`src/mcsc_pkg.sv`:
```
// mcsc_pkg: widths, codes, stage types and constant tables for the charge shift correction
// drift coefficient and delay factor tables are built at elaboration from their decimal values
// no dependencies
`default_nettype none

package mcsc_pkg;

	// stream widths
	localparam int S_TDATA_W = 72;
	localparam int S_TUSER_W = 4;
	localparam int M_TDATA_W = 24;

	// field widths
	localparam int CHARGE_W = 17;
	localparam int TD_W     = 16;
	localparam int SHIFT_W  = 20;

	// channel and range codes
	localparam logic [1:0] CH_ZERO    = 2'd0;
	localparam logic [1:0] CH_ONE     = 2'd1;
	localparam logic [1:0] CH_TWO     = 2'd2;
	localparam logic [1:0] CH_NONE    = 2'd3;
	localparam logic [1:0] RANGE_NONE = 2'd3;

	// coefficient table geometry, index = main * 6 + neighbour * 3 + range
	localparam int RANGE_COUNT = 3;
	localparam int NBR_COUNT   = 2;
	localparam int COEF_COUNT  = 3 * NBR_COUNT * RANGE_COUNT;
	localparam int COEF_IDX_W  = $clog2(COEF_COUNT);
	localparam int COEF_A_W    = 22;
	localparam int COEF_B_W    = 17;

	// delay bin computation
	localparam int FACT_W      = 14;
	localparam int BIN_COUNT   = 151;
	localparam int BIN_W       = $clog2(BIN_COUNT);
	localparam int NUM_W       = TD_W + 1;
	localparam int NUM_OFS     = 10050;
	localparam int BIN_DIV     = 100;
	localparam int NUM_C_W     = $clog2(BIN_COUNT * BIN_DIV);
	localparam int RECIP_SHIFT = 19;
	localparam int RECIP       = (2 ** RECIP_SHIFT + BIN_DIV - 1) / BIN_DIV;
	localparam int RECIP_W     = $clog2(RECIP + 1);
	localparam int BINQ_W      = NUM_C_W + RECIP_W;

	localparam logic signed [NUM_W-1:0] NUM_OFFSET = NUM_W'(NUM_OFS);
	localparam logic signed [NUM_W-1:0] NUM_LOW    = -NUM_W'(BIN_DIV);
	localparam logic signed [NUM_W-1:0] NUM_HIGH   = NUM_W'(BIN_COUNT * BIN_DIV);

	// datapath widths
	localparam int BC_W       = COEF_B_W + CHARGE_W;
	localparam int DRIFT_W    = BC_W + 1;
	localparam int PROD_W     = DRIFT_W + FACT_W;
	localparam int SUM_W      = PROD_W + 1;
	localparam int FRAC_SHIFT = 28;
	localparam int QUO_W      = SUM_W - FRAC_SHIFT;

	localparam logic [SUM_W-1:0] TRUNC_BIAS = SUM_W'((64'sd1 <<< FRAC_SHIFT) - 64'sd1);
	localparam logic signed [SHIFT_W-1:0] OUT_MAX = {1'b0, {(SHIFT_W - 1){1'b1}}};
	localparam logic signed [SHIFT_W-1:0] OUT_MIN = {1'b1, {(SHIFT_W - 1){1'b0}}};

	typedef struct packed {
		logic s1;
		logic s2;
		logic s3;
		logic s4;
		logic s5;
	} stage_en_t;

	typedef struct packed {
		logic                       en;
		logic                       bin_ok;
		logic [BIN_W-1:0]           bin;
		logic signed [COEF_A_W-1:0] a;
		logic signed [COEF_B_W-1:0] b;
	} nbr_t;

	typedef logic signed [COEF_A_W-1:0] coef_a_tab_t [COEF_COUNT];
	typedef logic signed [COEF_B_W-1:0] coef_b_tab_t [COEF_COUNT];
	typedef logic signed [FACT_W-1:0]   fact_tab_t [BIN_COUNT];

	// intercepts and slopes in millionths
	localparam int A_MICRO [COEF_COUNT] = '{
		-1028149, -1228558, -1365610,  -520255,  -529847,  -857225,
		 -694556, -1062618, -1082860,  -693964,  -975210,  -984536,
		 -421748,  -437119,  -527408,  -623511,  -801759, -1006715
	};
	localparam int B_MICRO [COEF_COUNT] = '{
		16115,  2001,    50, 35423,  3546,   811,
		  163,   406,  -254,  -140,   270,  -162,
		 8884,   717,   -15, -8981,  -870,  -294
	};

	// delay factors in thousandths
	localparam int F_MILLI [BIN_COUNT] = '{
		-1, -1, -2, -2, -3, -4, -5, -7, -9, -12,
		-15, -19, -23, -29, -36, -45, -55, -67, -81, -98,
		-118, -140, -166, -196, -230, -268, -310, -357, -409, -465,
		-526, -592, -662, -737, -814, -895, -978, -1063, -1148, -1232,
		-1315, -1395, -1471, -1542, -1606, -1662, -1710, -1748, -1775, -1790,
		-1793, -1784, -1762, -1727, -1680, -1620, -1549, -1467, -1375, -1274,
		-1165, -1049, -929, -804, -677, -548, -419, -291, -165, -42,
		78, 192, 302, 405, 503, 594, 678, 755, 826, 889,
		946, 997, 1041, 1078, 1110, 1135, 1155, 1170, 1180, 1185,
		1185, 1182, 1174, 1162, 1148, 1129, 1108, 1085, 1058, 1030,
		1000, 968, 935, 900, 865, 829, 792, 755, 718, 682,
		645, 609, 573, 538, 504, 471, 440, 409, 379, 351,
		324, 298, 274, 251, 229, 209, 190, 173, 156, 141,
		127, 114, 102, 91, 81, 72, 64, 57, 50, 44,
		39, 34, 30, 26, 23, 20, 17, 15, 13, 11,
		9
	};

	// round half away from zero of m * 2^20 / 10^6
	function automatic longint coef_q(longint m);
		return (m * 64'sd1048576 + ((m < 0) ? -64'sd500000 : 64'sd500000)) / 64'sd1000000;
	endfunction

	// round half away from zero of m * 2^12 / 10^3
	function automatic longint fact_q(longint m);
		return (m * 64'sd4096 + ((m < 0) ? -64'sd500 : 64'sd500)) / 64'sd1000;
	endfunction

	function automatic coef_a_tab_t build_coef_a();
		coef_a_tab_t t;
		for (int i = 0; i < COEF_COUNT; i++) begin
			t[i] = COEF_A_W'(coef_q(longint'(A_MICRO[i])));
		end
		return t;
	endfunction

	function automatic coef_b_tab_t build_coef_b();
		coef_b_tab_t t;
		for (int i = 0; i < COEF_COUNT; i++) begin
			t[i] = COEF_B_W'(coef_q(longint'(B_MICRO[i])));
		end
		return t;
	endfunction

	function automatic fact_tab_t build_fact();
		fact_tab_t t;
		for (int i = 0; i < BIN_COUNT; i++) begin
			t[i] = FACT_W'(fact_q(longint'(F_MILLI[i])));
		end
		return t;
	endfunction

	localparam coef_a_tab_t COEF_A = build_coef_a();
	localparam coef_b_tab_t COEF_B = build_coef_b();
	localparam fact_tab_t   FACT   = build_fact();

endpackage

`default_nettype wire

```
`src/mcsc_front.sv`:
```
// mcsc_front: stage 1, picks the two neighbour channels, looks up their drift coefficients
// and computes the delay bin of each; uses mcsc_pkg
`default_nettype none

module mcsc_front (
	input  wire                                 clk,
	input  mcsc_pkg::stage_en_t                 en,
	input  wire  [1:0]                          main_channel,
	input  wire  [1:0]                          gain_range,
	input  wire  signed [mcsc_pkg::CHARGE_W-1:0] charge,
	input  wire                                 hit_zero,
	input  wire                                 hit_one,
	input  wire                                 hit_two,
	input  wire  signed [mcsc_pkg::TD_W-1:0]     time_diff_zero,
	input  wire  signed [mcsc_pkg::TD_W-1:0]     time_diff_one,
	input  wire  signed [mcsc_pkg::TD_W-1:0]     time_diff_two,
	output mcsc_pkg::nbr_t                      nbr_lo_s1,
	output mcsc_pkg::nbr_t                      nbr_hi_s1,
	output logic signed [mcsc_pkg::CHARGE_W-1:0] charge_s1
);

	function automatic mcsc_pkg::nbr_t make_nbr(
		input logic                              hit,
		input logic signed [mcsc_pkg::TD_W-1:0]  td,
		input logic                              cfg_ok,
		input logic [mcsc_pkg::COEF_IDX_W-1:0]   idx
	);
		logic signed [mcsc_pkg::NUM_W-1:0] num;
		logic [mcsc_pkg::NUM_C_W-1:0]      num_c;
		logic [mcsc_pkg::BINQ_W-1:0]       q;
		mcsc_pkg::nbr_t                    r;
		num      = mcsc_pkg::NUM_W'(td) + mcsc_pkg::NUM_OFFSET;
		num_c    = num[mcsc_pkg::NUM_W-1] ? '0 : num[mcsc_pkg::NUM_C_W-1:0];
		q        = mcsc_pkg::BINQ_W'(num_c) * mcsc_pkg::BINQ_W'(mcsc_pkg::RECIP);
		r.en     = cfg_ok & hit;
		r.bin_ok = (num > mcsc_pkg::NUM_LOW) && (num < mcsc_pkg::NUM_HIGH);
		r.bin    = q[mcsc_pkg::RECIP_SHIFT +: mcsc_pkg::BIN_W];
		r.a      = mcsc_pkg::COEF_A[idx];
		r.b      = mcsc_pkg::COEF_B[idx];
		return r;
	endfunction

	logic                               cfg_ok;
	logic [mcsc_pkg::COEF_IDX_W-1:0]    idx_lo;
	logic [mcsc_pkg::COEF_IDX_W-1:0]    idx_hi;
	logic                               hit_lo;
	logic                               hit_hi;
	logic signed [mcsc_pkg::TD_W-1:0]   td_lo;
	logic signed [mcsc_pkg::TD_W-1:0]   td_hi;

	always_comb begin
		cfg_ok = (main_channel != mcsc_pkg::CH_NONE) && (gain_range != mcsc_pkg::RANGE_NONE);
		idx_lo = '0;
		if (cfg_ok) begin
			idx_lo = mcsc_pkg::COEF_IDX_W'(main_channel) *
				mcsc_pkg::COEF_IDX_W'(mcsc_pkg::NBR_COUNT * mcsc_pkg::RANGE_COUNT) +
				mcsc_pkg::COEF_IDX_W'(gain_range);
		end
		idx_hi = idx_lo + mcsc_pkg::COEF_IDX_W'(mcsc_pkg::RANGE_COUNT);
		// lower neighbour is channel zero unless main is channel zero
		hit_lo = (main_channel == mcsc_pkg::CH_ZERO) ? hit_one : hit_zero;
		td_lo  = (main_channel == mcsc_pkg::CH_ZERO) ? time_diff_one : time_diff_zero;
		// higher neighbour is channel two unless main is channel two
		hit_hi = (main_channel == mcsc_pkg::CH_TWO) ? hit_one : hit_two;
		td_hi  = (main_channel == mcsc_pkg::CH_TWO) ? time_diff_one : time_diff_two;
	end

	always_ff @(posedge clk) begin
		if (en.s1) begin
			nbr_lo_s1 <= make_nbr(hit_lo, td_lo, cfg_ok, idx_lo);
			nbr_hi_s1 <= make_nbr(hit_hi, td_hi, cfg_ok, idx_hi);
			charge_s1 <= charge;
		end
	end

endmodule

`default_nettype wire

```
`config.mk`:
```
export PLATFORM = sky130hd
export DESIGN_NAME = mcsc_front
export DESIGN_NICKNAME = d
export VERILOG_FILES = /design/src/mcsc_pkg.sv /design/src/mcsc_front.sv
export SDC_FILE = /design/constraint.sdc
export NUM_CORES = 1
export LEC_CHECK = 0
export ABC_AREA = 1
export BUFFER_PORTS_ARGS = -buffer_cell sky130_fd_sc_hd__buf_2
export CORE_MARGIN = 2
export CORE_UTILIZATION = 50
export CTS_BUF_LIST = sky130_fd_sc_hd__clkbuf_16
export DETAILED_ROUTE_END_ITERATION = 8
export GPL_TIMING_DRIVEN = 0
export PLACE_DENSITY = 0.71
export SETUP_SLACK_MARGIN = 0.05
export SYNTH_ARGS = -nofsm -noshare
export SYNTH_HDL_FRONTEND = slang
export SYNTH_SLANG_ARGS = --single-unit
```
`constraint.sdc`:
```
create_clock -name clk -period 10 [get_ports clk]
set_clock_uncertainty 0.05 [all_clocks]
set_input_delay 2 -clock clk [delete_from_list [all_inputs] [get_ports clk]]
set_output_delay 2 -clock clk [all_outputs]
set_load 0.02 [all_outputs]
```
-- Word-level counts from Yosys, hierarchy flattened
Memories as Yosys holds them, arrays and structs flattened. A register that Yosys moved wholly into a read port is not among the register bits.
Index checks and enable logic that the tools add are counted.
- add/sub/neg operators: 4
- multipliers: 3
- magnitude comparators: 4
- equality and inequality tests: 3
- multiplexer cells: 7
- bitwise gates (word level): 4
- reduce and logical (&&, ||, !) cells: 4
- operators with widths (kind ; count):
    multiplier 14 x 13 -> 27 bit (second input constant) ; 2
    adder 16 x 15 -> 17 bit (second input constant) ; 2
    greater-than comparator 17 x 8 -> 1 bit (second input constant) ; 2
    < comparator 17 x 15 -> 1 bit (second input constant) ; 2
    two-way mux 16 bit ; 2
    two-way mux 14 bit ; 2
    inverter 5 -> 6 bit ; 2
    adder 5 x 2 -> 5 bit ; 1
    adder 5 x 2 -> 5 bit (second input constant) ; 1
    two-way mux 5 bit ; 1
    multiplier 2 x 2 -> 4 bit (second input constant) ; 1
    inequality test 2 bit (second input constant) ; 2
    logical AND 1 bit ; 3
    AND 1 bit ; 2
    equality test 2 bit (second input constant) ; 1
    zero test 2 bit ; 1
    two-way mux 1 bit ; 2
- flip-flop bits (word level): 37
- bits in read-only memories: 2496
- bits of input ports: 78
- output and inout bits: 115
- word-level logic and storage cells: 40
- memories kept: 4
- memories (memory ; depth ; bits a word ; read ports ; clocked after Yosys merged registers in ; wr ports ; line ; text):
    (no name shown) ; 32 ; 22 ; 1 ; 1 ; 0 ; mcsc_front.sv:38 ; r.a = mcsc_pkg::COEF_A[idx];
    (no name shown) ; 32 ; 22 ; 1 ; 1 ; 0 ; mcsc_front.sv:38 ;
    (no name shown) ; 32 ; 17 ; 1 ; 1 ; 0 ; mcsc_front.sv:39 ; r.b = mcsc_pkg::COEF_B[idx];
    (no name shown) ; 32 ; 17 ; 1 ; 1 ; 0 ; mcsc_front.sv:39 ;

-- Depth between registers and ports, before layout
Gate-level depths: netlist of run 1.
- depth after elaboration: 5
- gate-level depth with buffers: 38
- depth with buffers taken out: 38

-- Least setup slack after synthesis of run 1
OpenSTA, ideal clock, no wires.
- path type: input to register
- start: in main_channel[0]
- end: reg nbr_lo_s1[46] in the netlist's numbering, data pin
- setup time: 261 ps
- arrival: 7662 ps
- data required time: 9689 ps
- path slack: 2027 ps
- stages on the path: 34
- buffers on the path: 0
- cell sequence: inv_1 > ha_1 > o21ai_2 > ha_1 > inv_1 > nor2_1 > nand3_1 > nand2_1 > nand2_1 > nand3_1 > nand2_1 > xor2_1 > nor2_1 > ha_1 > ha_1 > inv_1 > fa_1 > inv_1 > fa_1 > inv_1 > fa_1 > inv_1 > ha_1 > nand2_1 > nor2_1 > a211oi_1 > inv_1 > a21oi_1 > inv_1 > a21oi_1 > o21bai_1 > a21oi_1 > nand2_1 > xor2_1
- cells in the longest elaborated chain, start to end: 5
- ends and longest elaborated chain (element ; line ; text):
    from (decl) ; mcsc_front.sv:8 ; input wire [1:0] main_channel,
    zero test 2 bit ; mcsc_front.sv:62 ; td_lo = (main_channel == mcsc_pkg::CH_ZERO) ? time_diff_one : time_diff_zero;
    two-way mux 16 bit ; mcsc_front.sv:62 ;
    adder 16 x 15 -> 17 bit ; mcsc_front.sv:32 ; num = mcsc_pkg::NUM_W'(td) + mcsc_pkg::NUM_OFFSET;
    two-way mux 14 bit ; mcsc_front.sv:33 ; num_c = num[mcsc_pkg::NUM_W-1] ? '0 : num[mcsc_pkg::NUM_C_W-1:0];
    multiplier 14 x 13 -> 27 bit ; mcsc_front.sv:34 ; q = mcsc_pkg::BINQ_W'(num_c) * mcsc_pkg::BINQ_W'(mcsc_pkg::RECIP);
    to (signal assigned) ; mcsc_front.sv:70 ; nbr_lo_s1 <= make_nbr(hit_lo, td_lo, cfg_ok, idx_lo);
    to (decl) ; mcsc_front.sv:17 ; output mcsc_pkg::nbr_t nbr_lo_s1,
Every way passes these cells.
A chain may end at the register's enable or synchronous reset.

-- Worst setup path after layout of run 1
Ends and elaborated chain as after synthesis.

==> results.toml, run 1 <==
[run_status]
outcome = "completed"

[sta]
fin_crit_ns = 8.76
setup_viol = 0
hold_viol = 0
fmax_mhz = 114
relSlewSlack_pct = 35.4
tns_ns = 0
worst_pin_slew_ns = 0.965
final.period_utilization_pct = 87.6
rsz0062_at_grt = "no"
slew_violations = 0

[detailed_routing]
viasPerCell = 5.28
routedWlPerCell_um = 17.0
firstDrtPassIters = 5
drtIter0Drc = 864
antenna_left = 0
drc = 0
vias = 12000
drt_wl_total_um = 38800

[setup_path]
cp_max_fo = 10
required_ns = 10.04
worst_setup_path_end_kind = "flip-flop"
crit_top_cell = "inv_1"
cp_slowest_stage_delay_ns = 0.57
critPathLaunchType = "input port"
critPathLaunch = "main_channel[0]"
arrival_ns = 8.80
critPathKind = "in2reg"
crit_slowest_cell = "nor2_1"

[logic_synthesis]
synthMuxAreaShare_pct = 0
netlist_area_um2 = 13900
ys_ff_latch = 111
yosys.area_share.simple_pct = 19.8
yosys-top-cells-area = "edfxtp_1, ha_1, fa_1"
synth.most_common_cell = "inv_1"
avgSynthCellArea_um2 = 8.18
synth_compound_area_share_pct = 10.3
synthXorXnorAreaFrac_pct = 2.33
synthCells = 1700
ys_warn_count = 0
synth_top_family_by_area = "adder cells"
ys_async_sr_fraction_pct = 0
synth_fa_ha_area_share_pct = 33.4
synth.top_cell.area_share_pct = 24.0
synth_common_cells = "inv_1, nand2_1, ha_1"
ys_seq_area_share_pct = 24.0
synth_largest_area_cell = "edfxtp_1"
ys_types = 51
synthFlopType = "edfxtp_1"
synth_edf_count = 111

[clock_network]
tritoncts = "done"
cts_setup_buffers = 0
clk_path_buf_depth = 2
cts_made_buffers = 9
cts_resized = 0
cts-root-buf = "clkbuf_16"
hold_buffers = 0
clk_pin_slew_ns = 0.08
ctsHtreeMaxLevel = 3
cts_sinks = 111

[cells_and_area]
final_layout_size_suffix_gt1_share_pct = 14.8
area_delta_synth_final_pct = 12.5
fill_cells = 2498
nets = 2287
diodes = 0
final_util_pct = 56.8

[grt]
antenna_found_initial = 1
grt_usage_pct = 27.5
grt_max_degree = 83
grt_overflow = 0
grt_pass1_wl_um = 62100
first_global_vias = 11900

[floorplan]
dieArea_um2 = 29200
num_rows = 61
initial_core_util_pct = 50.5
core_um2 = 27600
chipHeight_um = 171
die-width_um = 171
ios = 193

[power]
power.leakage_nw = 8.27
ir_worst_vdd_mv = 0.321
pwr_density_cell_nw_per_um2 = 311

[place]
portBuffers = 186
routabilityCongestion = 0.950
hpwlAfterDp_um = 32800

[worst_hold_path]
hold_class = "in2reg"
min_path_cells = 1
hold_end = "charge_s1[2]"
hold_start = "charge[2]"

[job]
cap_violations = 0
==> cells in the final DEF (no fill, tap or decap), drive strengths merged, types with 9 or more instances in the layout <==
| master | netlist | routed |
|---|---|---|
| edfxtp | 111 | 111 |
| buf | 13 | 200 |
| o21ai | 84 | 84 |
| xnor2 | 9 | 9 |
| a31oi | 13 | 13 |
| a21oi | 77 | 77 |
| clkbuf | 17 | 26 |
| nand3 | 57 | 57 |
| nand4 | 10 | 10 |
| nor3 | 20 | 20 |
| nor2 | 203 | 203 |
| o211ai | 17 | 17 |
| ha | 208 | 208 |
| a21o | 9 | 9 |
| inv | 332 | 336 |
| fa | 102 | 102 |
| o21bai | 15 | 15 |
| nand2 | 332 | 332 |
| xor2 | 28 | 28 |
==> cell families after synthesis <==
family / count (synthesis)
xor+xnor: 37
compound gates: 240
buf+inv: 363
fa+ha+maj: 310
other cells: 1
flops: 111
simple gates: 638
==> routing by layer <==
metal  part of all wire [%]  track usage (%)  routed length [um]
met1                     45             38.2               17600
met2                     45             44.8               17500
met3                    6.5             3.49                2530
met4                    2.9             8.88                1140
met5                  0.033                0                  13
==> through the flow <==
stage,cells,total power [mW],setup slack [ns],hold slack [ns],cell area (um2)
after floorplan,1701,3.54,2.03,2.05,13900
after global placement,2265,4.43,0.987,2.13,15300
after detailed placement,2266,4.46,0.949,2.13,15300
after CTS,2282,4.88,1.32,1.75,15600
after global routing,2282,5.54,0.767,1.74,15600
final,2282,4.87,1.24,1.76,15600
==> how the worst max path moves through the flow <==
| stage | end | slack [ns] |
|---|---|---|
| floorplan | nbr_lo_s1[46] | 2.03 |
| global placement | nbr_lo_s1[46] | 0.99 |
| detailed placement | nbr_lo_s1[46] | 0.95 |
| CTS | nbr_lo_s1[46] | 1.32 |
| global route | nbr_lo_s1[46] | 0.77 |
| finish | nbr_lo_s1[46] | 1.24 |
==> where the power goes <==
group / switching (mW) / internal (mW) / leakage (nW) / total (mW)
clock: 0.203 / 0.178 / 0.146 / 0.382
sequential: 0.0208 / 0.655 / 1.08 / 0.676
combinational: 2.42 / 1.39 / 7.05 / 3.81
total: 2.64 / 2.22 / 8.27 / 4.87
==> area by class of cell <==
cell class / instances / area, um2 / area share (%)
well taps: 378 / 473 / 3.02
plain buffers: 30 / 173 / 1.10
clock buffers: 9 / 225 / 1.44
multi-input cells: 1227 / 9150 / 58.5
repair buffers: 187 / 961 / 6.14
flip-flops and latches: 111 / 3330 / 21.3
clock inverters: 7 / 73.8 / 0.472
inverters: 333 / 1250 / 7.99
==> worst max-delay path, delay by kind of cell <==
family	cells	cell delay [ns]
AOI/OAI and AO/OA	8	1.39
and+or+nand+nor	8	1.21
buffers and inverters	12	1.43
adders and majority gates	6	2.61
xor gates and xnor gates	1	0.14
==> flip-flops by register name (all words and copies together) (netlist names) <==
name and cells:
nbr_lo_s1 47, nbr_hi_s1 47, charge_s1 17
No activity file was read; power rests on OpenSTA's default activity.
==> run 2: changes to the inputs <==
ABC_AREA = unset   (was 1)
==> run 2 against run 1 <==
Net effect:
- routed wire length shrank 3.3%
- area after synthesis grew 1.7%
- core utilization grew 0.46 points
- global-route usage shrank 2.0 points
- total power shrank 11%
- sequential power is essentially flat
- highest routed layer is now met4
==> results.toml, run 2 <==
[cells_and_area]
mostFrequentLayoutCell = "inv_1"
area_delta_synth_final_pct = 12.4
diodes = 0
ff_latch_area_um2 = 3330
final_area_um2 = 15900
multi_input_area_um2 = 9710
final_cell_mix = "inv_1, ha_1, buf_2"
fill_cells = 2555
nets = 2073
top_regs = "nbr_hi_s1 (47), nbr_lo_s1 (47), charge_s1 (17)"
final_layout_size_suffix_gt1_share_pct = 16.6

[setup_path]
crit_cells = 29
required_ns = 10.06
crit_path_end = "nbr_lo_s1[46]"
worst_setup_path_end_kind = "flip-flop"
arrival_ns = 9.43
critPathKind = "in2reg"
path_delay_family = "adder cells"
critPathLaunch = "main_channel[0]"
crit_slowest_cell = "nor2_1"
cp_max_fo = 10
critPathBufInv = 7
critPathLaunchType = "input port"
cp_slowest_stage_delay_ns = 0.58

[logic_synthesis]
yosys-top-cells-area = "edfxtp_1, ha_1, fa_1"
synth_edf_count = 111
synth_largest_area_cell = "edfxtp_1"
ys_warn_count = 0
ys_ff_latch = 111
synth.most_common_cell = "inv_1"
synthCells = 1488
avgSynthCellArea_um2 = 9.51
synth.top_cell.area_share_pct = 23.6
synth_common_cells = "inv_1, ha_1, nor2_1"
ys_seq_area_share_pct = 23.6
ys_async_sr_fraction_pct = 0
netlist_area_um2 = 14100
ys_types = 96
synthFlopType = "edfxtp_1"

[sta]
rsz0062_at_grt = "no"
slew_violations = 0
setup_ws_ns = 0.630
worst_pin_slew_ns = 1.31
fmax_mhz = 107
hold_viol = 0
tns_ns = 0
setup_viol = 0
final.period_utilization_pct = 93.7
fin_crit_ns = 9.37
relSlewSlack_pct = 12.0
whs_ns = 1.76

[floorplan]
initial_core_util_pct = 50.9
dieArea_um2 = 29700
ios = 193
num_rows = 61
core_um2 = 27800
chipHeight_um = 172
die-width_um = 172

[detailed_routing]
routedWlPerCell_um = 18.2
vias = 11600
antenna_left = 0
drtIter0Drc = 897
viasPerCell = 5.60
firstDrtPassIters = 6
drt_wl_total_um = 37500
drc = 0

[grt]
grt_pass1_wl_um = 59000
antenna_found_initial = 0
grt_max_degree = 58
grt_usage_pct = 25.5
first_global_vias = 11300
grt_overflow = 0

[clock_network]
cts_sinks = 111
tritoncts = "done"
clk_pin_slew_ns = 0.08
cts_setup_buffers = 0
cts-root-buf = "clkbuf_16"
cts_made_buffers = 9
clk_path_buf_depth = 2
ctsHtreeMaxLevel = 3

[power]
ir_worst_vdd_mv = 0.208
p_sw_mw = 2.19
pwr_density_cell_nw_per_um2 = 272
p_total_mw = 4.32
p_comb_share_pct = 75.8
internal-power_mw = 2.13
sw_frac_of_total_pct = 50.6
seqPwrFrac_pct = 15.7
pwr-share-clk_pct = 8.5
power.leakage_nw = 7.70

[place]
placed_area_um2 = 15600
hpwlAfterDp_um = 31000
routabilityCongestion = 0.953
preCtsSetupSlack_ns = -0.0689
portBuffers = 184

[worst_hold_path]
hold_class = "in2reg"

[job]
cap_violations = 0

[run_status]
outcome = "completed"
## run 2: changes by cell type in the layout (fill, tap and decap cells not counted), sizes merged, moves of 13 or more
cell,before,now
a21o,9,28
a21oi,77,62
clkbuf,26,49
inv,336,216
mux2i,0,27
nand2,332,117
nand3,57,33
nor2,203,123
o21ai,84,69
o21bai,15,2
xnor2,9,61
## run 2: through the flow
stage	util, %	instances
finish	57.2	2068
global route	57.2	2068
CTS	57.2	2068
detailed placement	56.1	2052
global placement	55.9	2051
floorplan	-	1489
## run 2: per-layer routing
layer	up-vias	GRT usage (%)	wire [um]
met5	-	0	0
met4	0	7.60	844
met1	5521	36.1	16900
li1	5504	-	-
met2	496	41.5	17100
met3	50	2.59	2780
## run 2: cells by family after synthesis
family	count (synthesis)	synth area share (%)
buffers and inverters	279	7.87
AND/OR/NAND/NOR	379	13.1
XOR/XNOR	92	6.04
multiplexers	38	3.18
AO/OA/AOI/OAI	276	13.3
other	1	0.0265
flip-flops	111	23.6
adder cells (fa/ha/maj)	312	33.0
## run 2: area by class of cell
class | count | share of cell area (%)
plain buffers | 65 | 1.95
clock buffers | 9 | 1.42
clock inverters | 7 | 0.574
inverters | 214 | 5.05
multi-input cells | 1099 | 61.1
flip-flops and latches | 111 | 21.0
well taps | 378 | 2.97
repair buffers | 185 | 5.98
## run 2: worst min-delay path by stage
| stage | start | to | slack [ns] | cells past startpoint |
|---|---|---|---|---|
| 2_1_floorplan | charge[0] | charge_s1[0] | 2.05 | 0 |
| 3_3_place_gp | charge[4] | charge_s1[4] | 2.13 | 1 |
| 3_5_place_dp | charge[15] | charge_s1[15] | 2.13 | 1 |
| 4_1_cts | charge[11] | charge_s1[11] | 1.75 | 1 |
| 5_1_grt | charge[3] | charge_s1[3] | 1.76 | 1 |
| 6_report | charge[7] | charge_s1[7] | 1.76 | 1 |
## run 2: power by group through the flow
stage | Sequential [mW] | Combinational [mW] | Clock, mW
after global routing | 0.689 | 3.78 | 0.390
after global placement | 0.691 | 3.18 | 0
after detailed placement | 0.691 | 3.26 | 0
final | 0.679 | 3.27 | 0.367
after floorplan | 0.810 | 2.30 | 0
after CTS | 0.680 | 3.29 | 0.376
## run 2: what timing repair did
action                                  in CTS  in global routing
endpoints found under the setup margin       0                  5
hold buffers                                 0                  0
resized for setup                            0                  3
==> run 3: changes to the inputs <==
RECOVER_POWER = 25   (was unset)
==> run 3 against run 2 <==
Net effect:
- non-clock buffer count did not move
- the run now ends with capacitance limit, slew limit left
- total power barely moved
- worst setup slack is essentially flat
- critical path type unchanged
==> results.toml, run 3 (synthesis results as in run 2) <==
[run_status]
outcome = "finished, violations left"
violations = "capacitance limit, slew limit"

[cells_and_area]
area_delta_synth_final_pct = 12.3
top_regs = "nbr_hi_s1 (47), nbr_lo_s1 (47), charge_s1 (17)"
mostFrequentLayoutCell = "inv_1"
final_layout_size_suffix_gt1_share_pct = 15.9
diodes = 0
nets = 2073
final_cell_mix = "inv_1, ha_1, buf_2"

[power]
internal-power_mw = 2.13
power.leakage_nw = 7.66
pwr_density_cell_nw_per_um2 = 272
ir_worst_vdd_mv = 0.208
p_comb_share_pct = 75.8
seqPwrFrac_pct = 15.7
p_sw_mw = 2.19
sw_frac_of_total_pct = 50.7
p_total_mw = 4.32
pwr-share-clk_pct = 8.5

[sta]
relSlewSlack_pct = -96.1
fin_crit_ns = 9.37
final.period_utilization_pct = 93.7
setup_ws_ns = 0.630
rsz0062_at_grt = "no"
setup_viol = 0
slew_violations = 55
worst_pin_slew_ns = 2.94
fmax_mhz = 107
hold_viol = 0

[detailed_routing]
antenna_left = 0
routedWlPerCell_um = 18.2
firstDrtPassIters = 6
drt_wl_total_um = 37500
drc = 0
drtIter0Drc = 897
vias = 11600
viasPerCell = 5.60

[setup_path]
critPathKind = "in2reg"
critPathBufInv = 7
critPathLaunchType = "input port"
path_delay_family = "adder cells"
crit_slowest_cell = "nor2_1"
arrival_ns = 9.43
cp_slowest_stage_delay_ns = 0.58
required_ns = 10.06
cp_max_fo = 10
worst_setup_path_end_kind = "flip-flop"

[floorplan]
chipHeight_um = 172
die-width_um = 172
ios = 193
initial_core_util_pct = 50.9
core_um2 = 27800
dieArea_um2 = 29700
num_rows = 61

[grt]
grt_pass1_wl_um = 59000
grt_overflow = 0
grt_max_degree = 58
first_global_vias = 11300
grt_usage_pct = 25.5
antenna_found_initial = 0

[clock_network]
cts_sinks = 111
ctsHtreeMaxLevel = 3
cts-root-buf = "clkbuf_16"
clk_path_buf_depth = 2
cts_made_buffers = 9
cts_setup_buffers = 0
tritoncts = "done"
clk_pin_slew_ns = 0.08

[worst_hold_path]
hold_class = "in2reg"

[job]
cap_violations = 1

[place]
portBuffers = 184
preCtsSetupSlack_ns = -0.0689
routabilityCongestion = 0.953
hpwlAfterDp_um = 31000
==> run 3: changes by cell type in the layout (fill, tap and decap cells not counted) <==
| cell | before | now |
|---|---|---|
| buf_2 | 197 | 185 |
| buf_4 | 6 | 5 |
| clkbuf_1 | 40 | 53 |
==> run 3: routing by layer <==
layer  GRT usage [%]  vias to the layer above  part of all wire (%)
met4            7.60                        0                   2.2
met3            2.59                       50                   7.4
li1                -                     5504                     -
met5               0                        -                     0
met1            36.1                     5522                    45
met2            41.5                      495                    45
==> run 3: what timing repair did <==
item / CTS / global route
setup endpoints to repair: 0 / 5
resized for setup: 0 / 3
hold buffers: 0 / 0
==> run 3: power by group through the flow <==
stage                     logic [mW]  clock network [mW]  registers, mW
final                           3.27               0.367          0.680
after global routing            3.78               0.390          0.690
after CTS                       3.29               0.376          0.680
after detailed placement        3.26                   0          0.691
after global placement          3.18                   0          0.691
after floorplan                 2.30                   0          0.810
==> run 3: worst paths after layout <==
| path | from | end | slack, ns | depth (start not counted) |
|---|---|---|---|---|
| max | main_channel[0] | nbr_lo_s1[46] | 0.63 | 29 |
| min | charge[7] | charge_s1[7] | 1.76 | 1 |
==> run 3: through the flow <==
stage / utilization [%] / TNS, ns / cells / hold slack, ns / area, um2
after floorplan: - / 0 / 1489 / 2.05 / 14100
after CTS: 57.2 / 0 / 2068 / 1.75 / 15900
final: 57.2 / 0 / 2068 / 1.76 / 15900
after global routing: 57.2 / 0 / 2068 / 1.76 / 15900
after global placement: 55.9 / -0.132 / 2051 / 2.13 / 15500
after detailed placement: 56.1 / -0.0843 / 2052 / 2.13 / 15600
==> run 3: cell type report <==
cell class	count	area, um2
fillers	2561	11900
multi-input cells	1099	9710
flip-flops and latches	111	3330
repair buffers	185	932
inverters	214	803
well taps	378	473
plain buffers	65	310
clock buffers	9	225
clock inverters	7	91.3
